--- config.mk ---
export PLATFORM = sky130hd
export DESIGN_NAME = wasm_const_expr_parser_flat
export DESIGN_NICKNAME = d
export VERILOG_FILES = /design/src/rtl/wcep_pkg.sv /design/src/rtl/wcep_in_if.sv /design/src/rtl/wcep_out_if.sv /design/src/rtl/wasm_const_expr_parser.sv /design/src/rtl/wcep_core.sv /design/src/flat_wrapper.sv
export SDC_FILE = /design/constraint.sdc
export NUM_CORES = 1
export LEC_CHECK = 0
export ABC_AREA = 1
export BUFFER_PORTS_ARGS = -buffer_cell sky130_fd_sc_hd__buf_2
export CAP_MARGIN = 20
export CORE_MARGIN = 1
export CORE_UTILIZATION = 45
export DETAILED_ROUTE_END_ITERATION = 7
export SYNTH_ARGS = -nofsm -noshare
export SYNTH_HDL_FRONTEND = slang
export SYNTH_SLANG_ARGS = --single-unit
export TNS_END_PERCENT = 50
--- constraint.sdc ---
create_clock -name clk -period 8.97 [get_ports clk]
set_clock_uncertainty 0.15 [all_clocks]
set_input_delay 0 -clock clk [delete_from_list [all_inputs] [get_ports clk]]
set_output_delay 0 -clock clk [all_outputs]
set_load 0.03 [all_outputs]
--- src/rtl/wcep_pkg.sv ---
// Package with the types, codes and constants of the constant expression parser.
package wcep_pkg;

  localparam logic [7:0] OP_I32_CONST  = 8'h41;
  localparam logic [7:0] OP_I64_CONST  = 8'h42;
  localparam logic [7:0] OP_F32_CONST  = 8'h43;
  localparam logic [7:0] OP_F64_CONST  = 8'h44;
  localparam logic [7:0] OP_GLOBAL_GET = 8'h23;
  localparam logic [7:0] OP_END        = 8'h0b;

  localparam logic [7:0] LEB_PAYLOAD = 8'h7f;
  localparam logic [7:0] LEB_MORE    = 8'h80;

  localparam logic [6:0] BITPOS_STEP = 7'd7;
  localparam logic [6:0] BITPOS_SAT  = 7'd70;

  localparam logic [1:0] EV_DATA = 2'd0;
  localparam logic [1:0] EV_EOS  = 2'd1;

  typedef enum logic [2:0] {
    KIND_I32    = 3'd0,
    KIND_I64    = 3'd1,
    KIND_F32    = 3'd2,
    KIND_F64    = 3'd3,
    KIND_GLOBAL = 3'd4
  } kind_t;

  typedef enum logic [1:0] {
    ST_OK      = 2'd0,
    ST_BAD     = 2'd1,
    ST_LEB_EOS = 2'd2,
    ST_LEB_ERR = 2'd3
  } status_t;

  typedef enum logic [3:0] {
    PH_OPCODE = 4'b0001,
    PH_LEB    = 4'b0010,
    PH_RAW    = 4'b0100,
    PH_END    = 4'b1000
  } phase_t;

  typedef struct packed {
    logic [2:0]  expr_kind;
    logic [63:0] expr_value;
    logic [1:0]  status;
  } result_t;

endpackage

--- src/rtl/wcep_in_if.sv ---
// Interface of the input byte/event channel.
interface wcep_in_if;
  logic       valid;
  logic       ready;
  logic [7:0] in_byte;
  logic [1:0] event_req;

  modport source (output valid, output in_byte, output event_req, input ready);
  modport sink   (input valid, input in_byte, input event_req, output ready);
endinterface

--- src/rtl/wcep_out_if.sv ---
// Interface of the result channel.
interface wcep_out_if;
  logic        valid;
  logic        ready;
  logic [2:0]  expr_kind;
  logic [63:0] expr_value;
  logic [1:0]  status;

  modport source (output valid, output expr_kind, output expr_value, output status,
                  input ready);
  modport sink   (input valid, input expr_kind, input expr_value, input status,
                  output ready);
endinterface

--- src/rtl/wasm_const_expr_parser.sv ---
// Top level of the WebAssembly constant initializer expression parser.
// The block takes one stream byte or stream event per request on in_ch and parses
// constant expressions (opcode, LEB128 or raw float operand, end byte) back to back,
// giving one result per expression on out_ch: the kind, the zero-extended operand
// and a status. Every request passes an input register and the parser logic
// (a 64-bit shift-and-OR into the accumulator); a result lands in a result
// register. The block takes one request per cycle while the pipe does not stall,
// and a result is offered on out_ch once the end byte or the failing byte has
// passed the input register and the parser logic. The input register refills
// while a result waits on out_ch; the pipe stalls only when the result register
// is full and not being taken. End-of-stream or read-error events between
// expressions are consumed silently; any non-ok status reports a value of zero.
module wasm_const_expr_parser (
  input logic        clk,
  input logic        rst_n,
  wcep_in_if.sink    in_ch,
  wcep_out_if.source out_ch
);
  import wcep_pkg::*;

  // Input register.
  logic       in_valid_r;
  logic [7:0] in_byte_r;
  logic [1:0] in_event_r;

  // Result register.
  logic    out_valid_r;
  result_t out_res_r;

  logic    advance;
  logic    emit;
  result_t res;

  // The held request moves through the parser when the result register is free
  // or is being emptied in this same cycle.
  assign advance     = in_valid_r && (!out_valid_r || out_ch.ready);
  assign in_ch.ready = !in_valid_r || advance;

  always_ff @(posedge clk) begin
    if (!rst_n) begin
      in_valid_r <= 1'b0;
    end else if (in_ch.ready) begin
      in_valid_r <= in_ch.valid;
    end
  end

  always_ff @(posedge clk) begin
    if (in_ch.ready && in_ch.valid) begin
      in_byte_r  <= in_ch.in_byte;
      in_event_r <= in_ch.event_req;
    end
  end

  wcep_core u_core (
    .clk       (clk),
    .rst_n     (rst_n),
    .step      (advance),
    .in_byte   (in_byte_r),
    .event_req (in_event_r),
    .emit      (emit),
    .res       (res)
  );

  always_ff @(posedge clk) begin
    if (!rst_n) begin
      out_valid_r <= 1'b0;
    end else if (advance) begin
      out_valid_r <= emit;
    end else if (out_ch.ready) begin
      out_valid_r <= 1'b0;
    end
  end

  always_ff @(posedge clk) begin
    if (advance && emit) begin
      out_res_r <= res;
    end
  end

  assign out_ch.valid      = out_valid_r;
  assign out_ch.expr_kind  = out_res_r.expr_kind;
  assign out_ch.expr_value = out_res_r.expr_value;
  assign out_ch.status     = out_res_r.status;

  // A failed expression never reports an operand.
  a_err_value_zero: assert property (@(posedge clk) disable iff (!rst_n)
    (out_valid_r && out_res_r.status != ST_OK) |-> (out_res_r.expr_value == 64'd0))
    else $error("error result carries a nonzero value");

  // A held request that cannot advance keeps its contents.
  a_hold_input: assert property (@(posedge clk) disable iff (!rst_n)
    (in_valid_r && !advance) |=> (in_valid_r && $stable(in_byte_r) && $stable(in_event_r)))
    else $error("stalled input register changed");

  // A waiting result is not overwritten by the parser.
  a_no_overwrite: assert property (@(posedge clk) disable iff (!rst_n)
    (out_valid_r && !out_ch.ready) |-> !advance)
    else $error("parser advanced over a waiting result");

endmodule

--- src/rtl/wcep_core.sv ---
// Parser state and the per-byte next-state and result logic.
module wcep_core (
  input  logic             clk,
  input  logic             rst_n,
  input  logic             step,
  input  logic [7:0]       in_byte,
  input  logic [1:0]       event_req,
  output logic             emit,
  output wcep_pkg::result_t res
);
  import wcep_pkg::*;

  phase_t      phase_r, phase_nxt;
  kind_t       kind_r, kind_nxt;
  logic [63:0] acc_r, acc_nxt;
  logic [6:0]  bitpos_r, bitpos_nxt;
  logic [2:0]  rawcnt_r, rawcnt_nxt;

  logic [63:0] leb_part;
  logic [63:0] raw_part;
  logic [6:0]  bitpos_sum;

  assign leb_part   = bitpos_r[6] ? 64'd0
                      : ({56'd0, in_byte & LEB_PAYLOAD} << bitpos_r[5:0]);
  assign raw_part   = {56'd0, in_byte} << {rawcnt_r, 3'b000};
  assign bitpos_sum = bitpos_r + BITPOS_STEP;

  always_comb begin
    phase_nxt  = phase_r;
    kind_nxt   = kind_r;
    acc_nxt    = acc_r;
    bitpos_nxt = bitpos_r;
    rawcnt_nxt = rawcnt_r;
    emit       = 1'b0;
    res        = '{expr_kind: kind_r, expr_value: 64'd0, status: ST_OK};

    unique case (phase_r)
      PH_OPCODE: begin
        if (event_req == EV_DATA) begin
          acc_nxt    = 64'd0;
          bitpos_nxt = 7'd0;
          rawcnt_nxt = 3'd0;
          unique case (in_byte)
            OP_I32_CONST: begin
              kind_nxt = KIND_I32; phase_nxt = PH_LEB;
            end
            OP_I64_CONST: begin
              kind_nxt = KIND_I64; phase_nxt = PH_LEB;
            end
            OP_F32_CONST: begin
              kind_nxt = KIND_F32; phase_nxt = PH_RAW;
            end
            OP_F64_CONST: begin
              kind_nxt = KIND_F64; phase_nxt = PH_RAW;
            end
            OP_GLOBAL_GET: begin
              kind_nxt = KIND_GLOBAL; phase_nxt = PH_LEB;
            end
            default: begin
              emit     = 1'b1;
              res      = '{expr_kind: KIND_I32, expr_value: 64'd0, status: ST_BAD};
              kind_nxt = KIND_I32;
            end
          endcase
        end
      end
      PH_LEB: begin
        if (event_req != EV_DATA) begin
          emit = 1'b1;
          res.status = (event_req == EV_EOS) ? ST_LEB_EOS : ST_LEB_ERR;
        end else begin
          acc_nxt = acc_r | leb_part;
          if (kind_r != KIND_I64) begin
            acc_nxt[63:32] = 32'd0;
          end
          if ((in_byte & LEB_MORE) == 8'd0) begin
            phase_nxt = PH_END;
          end else begin
            bitpos_nxt = (bitpos_sum > BITPOS_SAT) ? BITPOS_SAT : bitpos_sum;
          end
        end
      end
      PH_RAW: begin
        if (event_req != EV_DATA) begin
          emit = 1'b1;
          res.status = ST_BAD;
        end else begin
          acc_nxt = acc_r | raw_part;
          if (rawcnt_r == ((kind_r == KIND_F64) ? 3'd7 : 3'd3)) begin
            phase_nxt  = PH_END;
            rawcnt_nxt = 3'd0;
          end else begin
            rawcnt_nxt = rawcnt_r + 3'd1;
          end
        end
      end
      PH_END: begin
        emit = 1'b1;
        if (event_req != EV_DATA || in_byte != OP_END) begin
          res.status = ST_BAD;
        end else begin
          res.expr_value = acc_r;
        end
      end
      default: begin
        phase_nxt = PH_OPCODE;
      end
    endcase

    // Every result sends the parser back to waiting for an opcode.
    if (emit) begin
      phase_nxt  = PH_OPCODE;
      kind_nxt   = KIND_I32;
      acc_nxt    = 64'd0;
      bitpos_nxt = 7'd0;
      rawcnt_nxt = 3'd0;
    end
  end

  always_ff @(posedge clk) begin
    if (!rst_n) begin
      phase_r  <= PH_OPCODE;
      kind_r   <= KIND_I32;
      acc_r    <= 64'd0;
      bitpos_r <= 7'd0;
      rawcnt_r <= 3'd0;
    end else if (step) begin
      phase_r  <= phase_nxt;
      kind_r   <= kind_nxt;
      acc_r    <= acc_nxt;
      bitpos_r <= bitpos_nxt;
      rawcnt_r <= rawcnt_nxt;
    end
  end

endmodule

--- src/flat_wrapper.sv ---
// flat-port wrapper written by rule: the top's interface ports become plain ports
module wasm_const_expr_parser_flat import wcep_pkg::*;
  (clk, rst_n, in_ch_valid, in_ch_in_byte, in_ch_event_req, in_ch_ready, out_ch_valid, out_ch_expr_kind, out_ch_expr_value, out_ch_status, out_ch_ready);
  wcep_in_if in_ch_i ();
  wcep_out_if out_ch_i ();
  input logic clk;
  input logic rst_n;
  input wire logic [$bits(in_ch_i.valid)-1:0] in_ch_valid;
  input wire logic [$bits(in_ch_i.in_byte)-1:0] in_ch_in_byte;
  input wire logic [$bits(in_ch_i.event_req)-1:0] in_ch_event_req;
  output wire logic [$bits(in_ch_i.ready)-1:0] in_ch_ready;
  output wire logic [$bits(out_ch_i.valid)-1:0] out_ch_valid;
  output wire logic [$bits(out_ch_i.expr_kind)-1:0] out_ch_expr_kind;
  output wire logic [$bits(out_ch_i.expr_value)-1:0] out_ch_expr_value;
  output wire logic [$bits(out_ch_i.status)-1:0] out_ch_status;
  input wire logic [$bits(out_ch_i.ready)-1:0] out_ch_ready;
  assign in_ch_i.valid = in_ch_valid;
  assign in_ch_i.in_byte = in_ch_in_byte;
  assign in_ch_i.event_req = in_ch_event_req;
  assign in_ch_ready = in_ch_i.ready;
  assign out_ch_valid = out_ch_i.valid;
  assign out_ch_expr_kind = out_ch_i.expr_kind;
  assign out_ch_expr_value = out_ch_i.expr_value;
  assign out_ch_status = out_ch_i.status;
  assign out_ch_i.ready = out_ch_ready;
  wasm_const_expr_parser u_core (.clk(clk), .rst_n(rst_n), .in_ch(in_ch_i), .out_ch(out_ch_i));
endmodule
Word level (Yosys, flattened, before mapping):

Cells that the tools add are included.

* flip-flop bits (word level): 162
* latch bits: 0
* RAM bits: 0
* ROM bits: 0
* input bits: 14
* output and inout port bits: 71
* word-level logic and storage cells: 114
* memories kept: 0

* add/subtract/negate cells: 2
* $mul: 0
* divide/modulo/power cells: 0
* magnitude comparators: 1
* equality and inequality tests: 22
* shift-type cells: 2
* multiplexer cells: 47
* bitwise logic cells: 2
* reductions and logical operators: 26

Operators with widths (count)
* two-way mux 64 bit: 6
* case mux 64 bit (3 select lines): 1
* two-way mux 69 bit: 2
* OR 64 bit: 2
* case mux 64 bit (2 select lines): 1
* << shifter 7 x 6 -> 64 bit: 1
* << shifter 8 x 6 -> 64 bit: 1
* two-way mux 7 bit: 5
* equality test 8 x 7 -> 1 bit (second input constant): 4
* two-way mux 32 bit: 1
* two-way mux 3 bit: 9
* two-way mux 4 bit: 6
* != test 3 bit (second input constant): 6
* case mux 4 bit (4 select lines): 1
* case mux 7 bit (2 select lines): 1
* case mux 3 bit (4 select lines): 1
* AND reduction 5 bit: 2
* equality test 8 x 6 -> 1 bit (second input constant): 1
* logical NOT 8 bit: 1
* two-way mux 1 bit: 8
* != test 8 x 4 -> 1 bit (second input constant): 1
* case mux 2 bit (4 select lines): 1
* case mux 4 bit (2 select lines): 1
* AND reduction 8 bit: 1
* 28 further kinds: 38

Logic depth before layout (Yosys ltp):

Gate-level depths: netlist of run 1.

* depth in word-level cells: 7
* mapped depth: 16
* depth with buffers taken out: 14

By module:

A second synthesis of run 1 with hierarchy kept.

* cells, all modules: 1414
* area total of the unflattened synthesis: 9395.3 sq um

Modules (own cells, without submodules)
* wcep_core: times used 1, cells each 1318, area an instance 6915.4 sq um, sequential area each 1621.6 sq um
* wasm_const_expr_parser: times used 1, cells each 96, area an instance 2479.9 sq um, sequential area each 2412.3 sq um

Worst setup path after synthesis of run 1:

OpenSTA, ideal clock, no wires.

* path kind: register to register
* start: register u_core.in_byte_r[1]
* end: register u_core.out_res_r, in the netlist u_core.out_ch.expr_kind[0], enable pin
* setup time: 424 ps
* arrival: 2562 ps
* data required time: 8396 ps
* path slack: 5833 ps
* cell stages (with the launch flop): 11
* buffers on the path: 1
* clock period less this slack: 3137 ps
* path through: edfxtp_1 > buf_6 > nand2_4 > inv_2 > nand2_2 > nand2_1 > a21oi_2 > nand2_2 > nand2_4 > nand2_4 > inv_1

* word-level cells in the longest chain between the ends: 6
* elaborated cells between the ends (all ways): 10
* those cells by class: eq/ne: 5; mux: 3; reduce/logical: 2

RTL lines
* start: declaration: RTL line wasm_const_expr_parser.sv:23 `logic [7:0] in_byte_r;`
* start signal: assignment: RTL line wasm_const_expr_parser.sv:49 `in_byte_r <= in_ch.in_byte;`
* equality test 8 x 6 -> 1 bit or equality test 8 x 7 -> 1 bit (tied branches): RTL line wcep_core.sv:43 `unique case (in_byte)`
* OR reduction 5 bit (no line) *
* two-way mux 1 bit *: RTL line wcep_core.sv:43
* two-way mux 1 bit *: RTL line wcep_core.sv:39 `if (event_req == EV_DATA) begin`
* case mux 1 bit (3 select lines) *: RTL line wcep_core.sv:37 `unique case (phase_r)`
* logical AND 1 bit *: RTL line wasm_const_expr_parser.sv:75 `if (advance && emit) begin`
* end signal: assignment: RTL line wasm_const_expr_parser.sv:76 `out_res_r <= res;`
* end: declaration: RTL line wasm_const_expr_parser.sv:28 `result_t out_res_r;`

Every way passes the cells marked *; elsewhere a longest branch is shown, timed or not.
A chain may end at the register's enable or synchronous reset.

Final worst setup path of run 1:

* start: register u_core.u_core.phase_r[1]
* end: register u_core.u_core.acc_r[47]

* word-level cells in the longest chain between the ends: 5
* elaborated cells between the ends (all ways): 13
* those cells by class: eq/ne: 7; mux: 3; reduce/logical: 3

RTL lines
* start: declaration: RTL line wcep_core.sv:13 `phase_t phase_r, phase_nxt;`
* start signal: assignment: RTL line wcep_core.sv:128 `phase_r <= phase_nxt;`
* equality test 4 x 3 -> 1 bit or equality test 4 x 2 -> 1 bit (tied branches): RTL line wcep_core.sv:37
* OR reduction 2 bit (no line)
* case mux 1 bit (3 select lines): RTL line wcep_core.sv:37
* != test 3 bit (no line) or nonzero test 4 bit (tied branches)
* AND reduction 5 bit (no line)
* end signal: assignment: RTL line wcep_core.sv:130 `acc_r <= acc_nxt;`
* end: declaration: RTL line wcep_core.sv:15 `logic [63:0] acc_r, acc_nxt;`

Several ways; a longest one is shown, not always the timed one.

==> results of run 1 <==
==> per-layer routing <==
metal	share of wire, %	vias to the layer above
li1	-	4311
met1	45	4038
met2	47	298
met3	6.1	30
met4	1.5	0
met5	0	-
==> worst max-delay path, cell delays in order, from the launching register on <==
cell and delay, ps:
dfxtp_1 350, nor2_1 120, nand3_2 450, nand2_1 320, a21oi_2 120, nand2_4 180, nand2_4 110, nand2_4 120
nand2_4 300, inv_2 730, nor2_1 100, nor2_1 140, nor2_1 40
==> layout make-up <==
cell class | instances | area, um2 | area share, %
timing repair buffer | 107 | 631 | 6.15
multi-input combinational | 937 | 4290 | 41.8
inverter | 113 | 424 | 4.14
tap | 265 | 332 | 3.23
sequential | 162 | 4030 | 39.3
clock inverter | 13 | 104 | 1.01
clock buffer | 19 | 443 | 4.32
==> logic make-up after synthesis <==
kind of cell	synth area share [%]
fa+ha+maj	0.412
buf+inv	8.92
simple gates	35.3
flops	44.2
compound gates	10.5
xor+xnor	0.576
==> report_power, final <==
part	total, W	leakage [nW]	switching [W]	internal, W
Combinational	0.000331	2.46	0.000253	0.0000783
Clock	0.000685	0.252	0.000320	0.000366
Sequential	0.000823	1.43	0.0000301	0.000793
Total	0.00184	4.14	0.000603	0.00124
==> registers in the layout, summed over array words and instances (netlist names) <==
register	flops
u_core.out_ch.expr_value	64
u_core.u_core.acc_r	64
u_core.in_byte_r	8
u_core.u_core.bitpos_r	7
u_core.u_core.phase_r	4
u_core.out_ch.expr_kind	3
u_core.u_core.kind_r	3
u_core.u_core.rawcnt_r	3
u_core.in_event_r	2
u_core.out_ch.status	2
u_core.in_valid_r	1
u_core.out_ch.valid	1
==> metrics by stage <==
step	total power (W)	worst slack (ps)	utilization (%)	cell area [um2]	cells
4_1_cts	0.00184	5540	52.2	10300	1616
5_1_grt	0.00191	5280	52.2	10300	1616
3_3_place_gp	0.00116	5600	48.6	9560	1569
6_report	0.00184	5540	52.2	10300	1616
3_5_place_dp	0.00116	5570	48.6	9560	1569
2_1_floorplan	0.00108	5830	-	9120	1291
==> worst min-delay path by stage <==
stage	slack [ps]	from	cells after the start	endpoint
4_1_cts	110	in_ch_in_byte[0]	2	u_core.in_byte_r[0]
6_report	120	in_ch_in_byte[4]	2	u_core.in_byte_r[4]
5_1_grt	130	in_ch_in_byte[0]	2	u_core.in_byte_r[0]
3_3_place_gp	30	in_ch_in_byte[5]	1	u_core.in_byte_r[5]
3_5_place_dp	30	in_ch_in_byte[5]	1	u_core.in_byte_r[5]
2_1_floorplan	-50	in_ch_in_byte[0]	0	u_core.in_byte_r[0]
==> Yosys cell counts (all sizes together) <==
cell,n
o221ai,1
o211ai,2
a31oi,2
a21boi,1
nand4,36
dfxtp,83
xnor2,1
nor2,185
nor4,3
nor3,6
ha,3
a41oi,7
edfxtp,79
a22oi,2
xor2,5
o21ai,72
nand3,129
clkinv,4
clkbuf,45
buf,34
nand2,396
inv,109
a21oi,86
==> placed cells by master (no fill, tap or decap), drive strengths merged, types with 2 or more instances in the layout <==
cell	count
xor2	5
a21oi	86
nand3	129
buf	92
a22oi	2
a41oi	7
clkbuf	19
clkinvlp	6
nor4	3
inv	113
nand2	396
o211ai	2
dfxtp	83
nor2	185
dlygate4sd3	15
clkinv	7
nand4	36
nor3	6
edfxtp	79
a31oi	2
o21ai	72
ha	3
==> flow_summary.toml, run 1 <==
[final_layout]
n_fill_cell = 2034
nets = 1355
area_delta_synth_final_pct = 12.4
drive_above_1_share_pct = 13.2
antenna_cells = 0

[setup_path]
critPathArrivalTime_ps = 3570
critPathLaunchType = "flip-flop"
critical_path_class = "reg2reg"
r2r_slack_ps = 5540
critPathMaxFanout = 50
cp-startpoint = "u_core.u_core.phase_r[1]"
required_ps = 9110
worstReg2RegStart = "u_core.u_core.phase_r[1]"
end_kind = "flip-flop"
crit_path_end = "u_core.u_core.acc_r[47]"
r2r_cells = 12
r2r_end = "u_core.u_core.acc_r[47]"

[global_routing]
grt_max_degree = 73
grt_pass1_wl_mm = 42.4
track_usage_pct = 26.8
met3_usage_pct = 3.84
antenna_found_initial = 0
met2_usage_pct = 43.9
gr-total-overflow = 0
first_global_vias = 7713
use_met1_pct = 36.5
grt.busiest_layer = "met2"

[place]
place.gp.congestion = 0.929
port_buffers = 84
dpl.hpwl_mm = 17.3

[detailed_routing]
drt_iter0_drc = 792
wl_per_cell_um = 16.7
drt_pass1_iterations = 5
antenna_left = 0
drc = 0
vias = 8677
avgViaCountPerCell = 5.37
drt_wl_total_mm = 27.0

[cts]
clock_sinks = 162
clock_path_buffers = 2
ctsResizeCount = 0
cts_buffers = 17
ctsRootBufferMaster = "clkbuf_16"
post_cts_buffers = 0
hold_buffers = 15
clk_pin_slew_worst_paths_ps = 70
cts-htree-levels = 4
clock_latency_ps = 440
cts_tree = "yes"

[synth]
syn_inst = 1291
synth_area_um2 = 9120
ys_types = 38
synth_top_cell_area_share_pct = 26.0
yosysTopAreaCell = "edfxtp_1"
yosysSeqAreaShare_pct = 44.2
syn-mean-instance-area_um2 = 7.06
synthesis.nets = 1308
ys_seq_elements = 162
yosysWarnings = 0
synth_area_leaders = "edfxtp_1 (26%), dfxtp_1 (18%), nand2_1 (16%), nor2_1 (7.4%), nand3_1 (6.9%)"

[timing]
worst_slew_pin_slew_ps = 956
setup_violations = 0
drv_slew = 0
fmax_mhz = 292
setup_tns_ps = 0
slew-limit-headroom_pct = 36.2
hold_viol_final = 0
fin_crit_sh_pct = 38.2
rsz0062_at_grt = "false"
fin_crit_ps = 3430
fin_hold_ws_ps = 119

[power_and_ir_drop]
cellPowerDensity_nw_per_um2 = 179
p_leak_nw = 4.14
ir_worst_vdd_v = 0.000133

[flow_run]
maxCapViolCount = 0

[die]
core.rowCount = 51
ios = 85
core_area_um2 = 19700
chipWidth_um = 144
die_h_um = 144
dieArea_um2 = 20800
start_util_pct = 46.4

[run_status]
status = "finished, final reports clean"

[hold_path]
hold_path.class = "in2reg"
Power figures use the tool's default switching activity.
==> run 2, diff against run 1 <==
--- a/config.mk
+++ b/config.mk
@@ -5,7 +5,7 @@
 export SDC_FILE = /design/constraint.sdc
 export NUM_CORES = 1
 export LEC_CHECK = 0
-export ABC_AREA = 1
+export ABC_AREA = 0
 export BUFFER_PORTS_ARGS = -buffer_cell sky130_fd_sc_hd__buf_2
 export CAP_MARGIN = 20
 export CORE_MARGIN = 1
==> constraint.sdc (replaced) <==
create_clock -name clk -period 3.3 [get_ports clk]
set_clock_uncertainty 0.15 [all_clocks]
set_input_delay 0 -clock clk [delete_from_list [all_inputs] [get_ports clk]]
set_output_delay 0 -clock clk [all_outputs]
set_load 0.03 [all_outputs]
==> run 2 against run 1 <==
- hold slack improved by 4.9 ps
- largest power group unchanged
- non-clock buffer count rose by 20
- largest cell class is now sequential cells
- critical path type unchanged
- core utilization rose by 2.1 points
- fmax rose by 17%
- sequential share of layout area rose by 4.0 points
- combinational power fell by 21%
- setup slack got worse by 5200 ps
- synthesized cell count fell by 39%
==> flow_summary.toml, run 2 <==
[run_status]
status = "finished, final reports clean"

[power_and_ir_drop]
ir_worst_vdd_v = 0.000375
p_seq_share_pct = 48.8
cellPowerDensity_nw_per_um2 = 475
clkPwrFrac_pct = 45.3
p_leak_nw = 3.18
swShare_pct = 23.3
intPower_w = 0.00339
p_sw_w = 0.00103
power.combinational.fraction_pct = 5.9

[global_routing]
track_usage_pct = 26.2
antenna_found_initial = 0
grt_max_degree = 63
gr-total-overflow = 0
grt_pass1_wl_mm = 35.8
first_global_vias = 6265

[detailed_routing]
met2_length_mm = 10.5
antenna_left = 0
avgViaCountPerCell = 6.11
drt_wl_total_mm = 23.2
drt_pass1_iterations = 5
drt_iter0_drc = 653
vias = 6756
wl_met1_mm = 10.3
wl_per_cell_um = 21.0
drc = 0
dr.max_layer_used = "met4"
route.met3.wl_mm = 1.88

[synth]
syn-mean-instance-area_um2 = 10.1
yosysSeqAreaShare_pct = 51.2
synth_top_cell_area_share_pct = 30.1
yosysTopAreaCell = "edfxtp_1"
yosysWarnings = 0
syn_inst = 783
async_reset_ff_share_pct = 0
synthAdderAreaFrac_pct = 0.476
synth_xor_area_share_pct = 0.778
yosysMostFrequentCell = "dfxtp_1"
synth_area_leaders = "edfxtp_1 (30%), dfxtp_1 (21%), and2_1 (5.9%), a22o_1 (3.9%), a21oi_1 (3.1%)"
synthesis.nets = 800
synth_enable_flop_cells = 79
synth_common_cells = "dfxtp_1 (83), edfxtp_1 (79), and2_1 (74)"
synth_top_family_by_area = "simple AND/OR/NAND/NOR gates"
ys_seq_elements = 162
synthMuxAreaShare_pct = 2.64
ys_types = 70
synth_area_um2 = 7880
synth_ff_type = "dfxtp_1"
synth_simple_gate_area_share_pct = 20.5
synth_compound_area_share_pct = 20.4

[timing]
fin_hold_ws_ps = 124
fin_crit_sh_pct = 88.7
fmax_mhz = 342
hold_viol_final = 0
setup_violations = 0
fin_crit_ps = 2930
drv_slew = 0
rsz0062_at_grt = "false"
slew-limit-headroom_pct = 37.3
worst_slew_pin_slew_ps = 939
setup_tns_ps = 0

[cts]
cts-htree-levels = 4
clk_pin_slew_worst_paths_ps = 60
clock_latency_ps = 430
clock_path_buffers = 2
hold_buffers = 14
cts_tree = "yes"
cts_buffers = 17
post_cts_buffers = 0
ctsRootBufferMaster = "clkbuf_16"
clock_sinks = 162
ctsResizeCount = 0

[hold_path]
hold-path-cell-count = 2
hold_path.class = "in2reg"

[place]
dpl.hpwl_mm = 16.3
place.gp.congestion = 0.916
port_buffers = 84

[final_layout]
area_delta_synth_final_pct = 18.2
final_cell_mix = "buf_2 (84), dfxtp_1 (83), edfxtp_1 (79)"
antenna_cells = 0
n_fill_cell = 1568
layout_commonest_cell = "buf_2"
drive_above_1_share_pct = 19.9
nets = 884

[setup_path]
critPathLaunchType = "flip-flop"
critical_path_class = "reg2reg"
r2r_cells = 6
critPathArrivalTime_ps = 3120
end_kind = "flip-flop"
critPathMaxFanout = 14
required_ps = 3490

[die]
dieArea_um2 = 18000
die_h_um = 134
chipWidth_um = 134
core.rowCount = 48
start_util_pct = 45.9
core_area_um2 = 17200
ios = 85

[flow_run]
maxCapViolCount = 0
run 2: final cells by class:
| class | count | area, um2 | area share [%] |
|---|---|---|---|
| Tap cell | 225 | 282 | 3.02 |
| Multi-Input combinational cell | 549 | 3570 | 38.3 |
| Timing Repair Buffer | 127 | 791 | 8.49 |
| Sequential cell | 162 | 4030 | 43.3 |
| Clock buffer | 22 | 474 | 5.09 |
| Inverter | 10 | 37.5 | 0.403 |
| Clock inverter | 10 | 126 | 1.36 |
run 2: power by group through the flow:
stage	Clock, W	Combinational [W]	Sequential (W)
floorplan	0	0.000118	0.00223
global placement	0	0.000241	0.00220
detailed placement	0	0.000243	0.00220
CTS	0.00202	0.000257	0.00216
global route	0.00211	0.000276	0.00216
finish	0.00200	0.000260	0.00216
run 2: worst paths after layout:
path	startpoint	slack, ps	end
worst max-delay path	u_core.u_core.phase_r[1]	370	u_core.u_core.acc_r[49]
worst min-delay path	in_ch_in_byte[6]	120	u_core.in_byte_r[6]
worst max register to register	u_core.u_core.phase_r[1]	370	u_core.u_core.acc_r[49]
worst min register to register	u_core.u_core.acc_r[17]	310	u_core.u_core.acc_r[17]
run 2: cells by family after synthesis:
family	after synthesis
and+or+nand+nor	289
AOI/OAI and AO/OA	233
DFF	162
buffers and inverters	72
muxes	17
xor gates and xnor gates	7
adders and majority gates	3
run 2: worst max-delay path: stages (launching register included):
cell      delay [ps]
dfxtp_1          620
or4b_4           590
or3_1            550
nand2_1          450
a22o_1           220
a221oi_1          50
o21ai_0          210
run 2: metal layers:
layer  vias to the layer above  global-route usage [%]
met5                         -                       0
met4                         0                    11.3
met3                        48                    5.37
met2                       310                    40.3
met1                      3287                    35.8
li1                       3111                       -
run 2: stage by stage:
stage,instances,utilization (%),cell area (um2),setup slack [ps],total power [W]
floorplan,783,-,7920,0.564,0.00235
global placement,1059,49.9,8570,497,0.00244
detailed placement,1059,49.9,8570,433,0.00245
CTS,1105,54.2,9320,402,0.00444
global route,1105,54.2,9320,227,0.00454
finish,1105,54.2,9320,372,0.00443
==> run 3, diff against run 2 <==
--- a/config.mk
+++ b/config.mk
@@ -11,6 +11,7 @@
 export CORE_MARGIN = 1
 export CORE_UTILIZATION = 45
 export DETAILED_ROUTE_END_ITERATION = 7
+export PLACE_DENSITY_LB_ADDON = 0.2
 export SYNTH_ARGS = -nofsm -noshare
 export SYNTH_HDL_FRONTEND = slang
 export SYNTH_SLANG_ARGS = --single-unit
==> run 3 against run 2 <==
- count of clock-buffer cells in the layout is 1 lower
- sequential power hardly changed
- combinational power is 3% lower
- flip-flop and latch count stayed put
- setup slack worse by 12 ps
- critical path depth stayed put
- hold slack worse by 0.58 ps
- power is 1.5% lower
- via count is 1.2% higher
- cell count is 0.27% lower
- fmax is 0.42% lower
- critical endpoint unchanged
- largest power group unchanged
==> flow_summary.toml, run 3 (synthesized netlist as in run 2, its figures left out) <==
[run_status]
status = "finished, final reports clean"

[timing]
fin_crit_ps = 2940
fmax_mhz = 340
worst_slew_pin_slew_ps = 945
slew-limit-headroom_pct = 36.9
setup_tns_ps = 0
hold_viol_final = 0
drv_slew = 0
fin_crit_sh_pct = 89.1
rsz0062_at_grt = "false"
setup_violations = 0

[power_and_ir_drop]
intPower_w = 0.00331
swShare_pct = 24.1
p_sw_w = 0.00105
power.combinational.fraction_pct = 5.8
ir_worst_vdd_v = 0.000373
p_seq_share_pct = 49.6
p_leak_nw = 3.17
cellPowerDensity_nw_per_um2 = 469
clkPwrFrac_pct = 44.6

[cts]
ctsRootBufferMaster = "clkbuf_16"
cts_buffers = 17
clock_path_buffers = 2
clock_latency_ps = 440
cts_tree = "yes"
clk_pin_slew_worst_paths_ps = 70
ctsResizeCount = 0
clock_sinks = 162
cts-htree-levels = 4

[setup_path]
r2r_cells = 6
end_kind = "flip-flop"
critPathLaunchType = "flip-flop"
critical_path_class = "reg2reg"
worstReg2RegStart = "u_core.u_core.phase_r[1]"
critPathArrivalTime_ps = 3140
r2r_slack_ps = 360
critPathMaxFanout = 14
r2r_end = "u_core.u_core.acc_r[49]"
required_ps = 3500

[hold_path]
hold_end = "u_core.in_event_r[0]"
hp-start = "in_ch_event_req[0]"
hold_path.class = "in2reg"
hold-path-cell-count = 2

[detailed_routing]
drt_iter0_drc = 723
wl_per_cell_um = 21.2
antenna_left = 0
drt_wl_total_mm = 23.3
vias = 6837
avgViaCountPerCell = 6.20
drt_pass1_iterations = 6
drc = 0

[die]
dieArea_um2 = 18000
ios = 85
core_area_um2 = 17200
chipWidth_um = 134
core.rowCount = 48
die_h_um = 134
start_util_pct = 45.9

[global_routing]
gr-total-overflow = 0
track_usage_pct = 26.5
first_global_vias = 6366
grt_pass1_wl_mm = 35.9
antenna_found_initial = 0
grt_max_degree = 63

[final_layout]
layout_commonest_cell = "buf_2"
final_cell_area_um2 = 9290
nets = 881
antenna_cells = 0
final_cell_mix = "buf_2 (84), dfxtp_1 (83), edfxtp_1 (79)"
utilization_pct = 54.1
drive_above_1_share_pct = 19.8
area_delta_synth_final_pct = 17.9

[flow_run]
maxCapViolCount = 0

[place]
port_buffers = 84
dpl.hpwl_mm = 16.2
post_dp_cell_area_um2 = 8560
place.gp.congestion = 0.955
==> run 3: cell types whose count changed in the layout (fill, tap and decap cells not counted), sizes merged <==
cell / delta
buf: -3
clkbuf: -1
bufinv: -2
inv: +4
clkinvlp: -1
==> run 3: critical path: stages, from the launching register on <==
cell,delay [ps]
dfxtp_1,640
or4b_4,580
or3_1,570
nand2_1,450
a22o_1,220
a221oi_1,40
o21ai_0,200
==> run 3: cell type report <==
cell class                      count  area [um2]
Fill cell                        1548        7890
Sequential cell                   162        4030
Multi-Input combinational cell    549        3570
Timing Repair Buffer              124         781
Clock buffer                       21         503
Tap cell                          225         282
Clock inverter                     11        83.8
Inverter                           10        37.5
==> run 3: timing repair <==
item,CTS,global route
hold endpoints to repair,20,0
setup buffers,0,0
hold buffers,14,0
==> run 3: layer usage <==
metal | global-route usage, % | up-vias | part of all wire [%]
li1 | - | 3105 | -
met1 | 34.7 | 3291 | 41
met2 | 40.5 | 365 | 46
met3 | 7.33 | 76 | 9.1
met4 | 12.9 | 0 | 3.7
met5 | 0 | - | 0
==> run 3: power groups by stage <==
stage / clock (W) / sequential [W] / combinational (W)
2_1_floorplan: 0 / 0.00223 / 0.000118
3_3_place_gp: 0 / 0.00221 / 0.000232
3_5_place_dp: 0 / 0.00221 / 0.000234
4_1_cts: 0.00197 / 0.00216 / 0.000249
5_1_grt: 0.00207 / 0.00217 / 0.000265
6_report: 0.00194 / 0.00217 / 0.000253
==> run 3: how the worst max path moves through the flow <==
stage	endpoint	depth (start not counted)	from	slack, ps
after floorplan	u_core.u_core.phase_r[3]	7	u_core.u_core.phase_r[1]	0.6
after global placement	u_core.u_core.acc_r[53]	6	u_core.u_core.phase_r[1]	570
after detailed placement	u_core.u_core.acc_r[49]	6	u_core.u_core.phase_r[1]	460
after CTS	u_core.u_core.acc_r[48]	6	u_core.u_core.phase_r[1]	450
after global routing	u_core.u_core.acc_r[6]	5	u_core.u_core.phase_r[3]	220
final	u_core.u_core.acc_r[49]	6	u_core.u_core.phase_r[1]	360
==> run 3: through the flow <==
stage	power, W	std cells	hold WS (ps)	setup slack, ps
global route	0.00450	1102	118	220
CTS	0.00438	1102	106	447
detailed placement	0.00244	1056	28.1	462
floorplan	0.00235	783	-51.1	0.564
finish	0.00436	1102	124	360
global placement	0.00244	1056	28.2	571
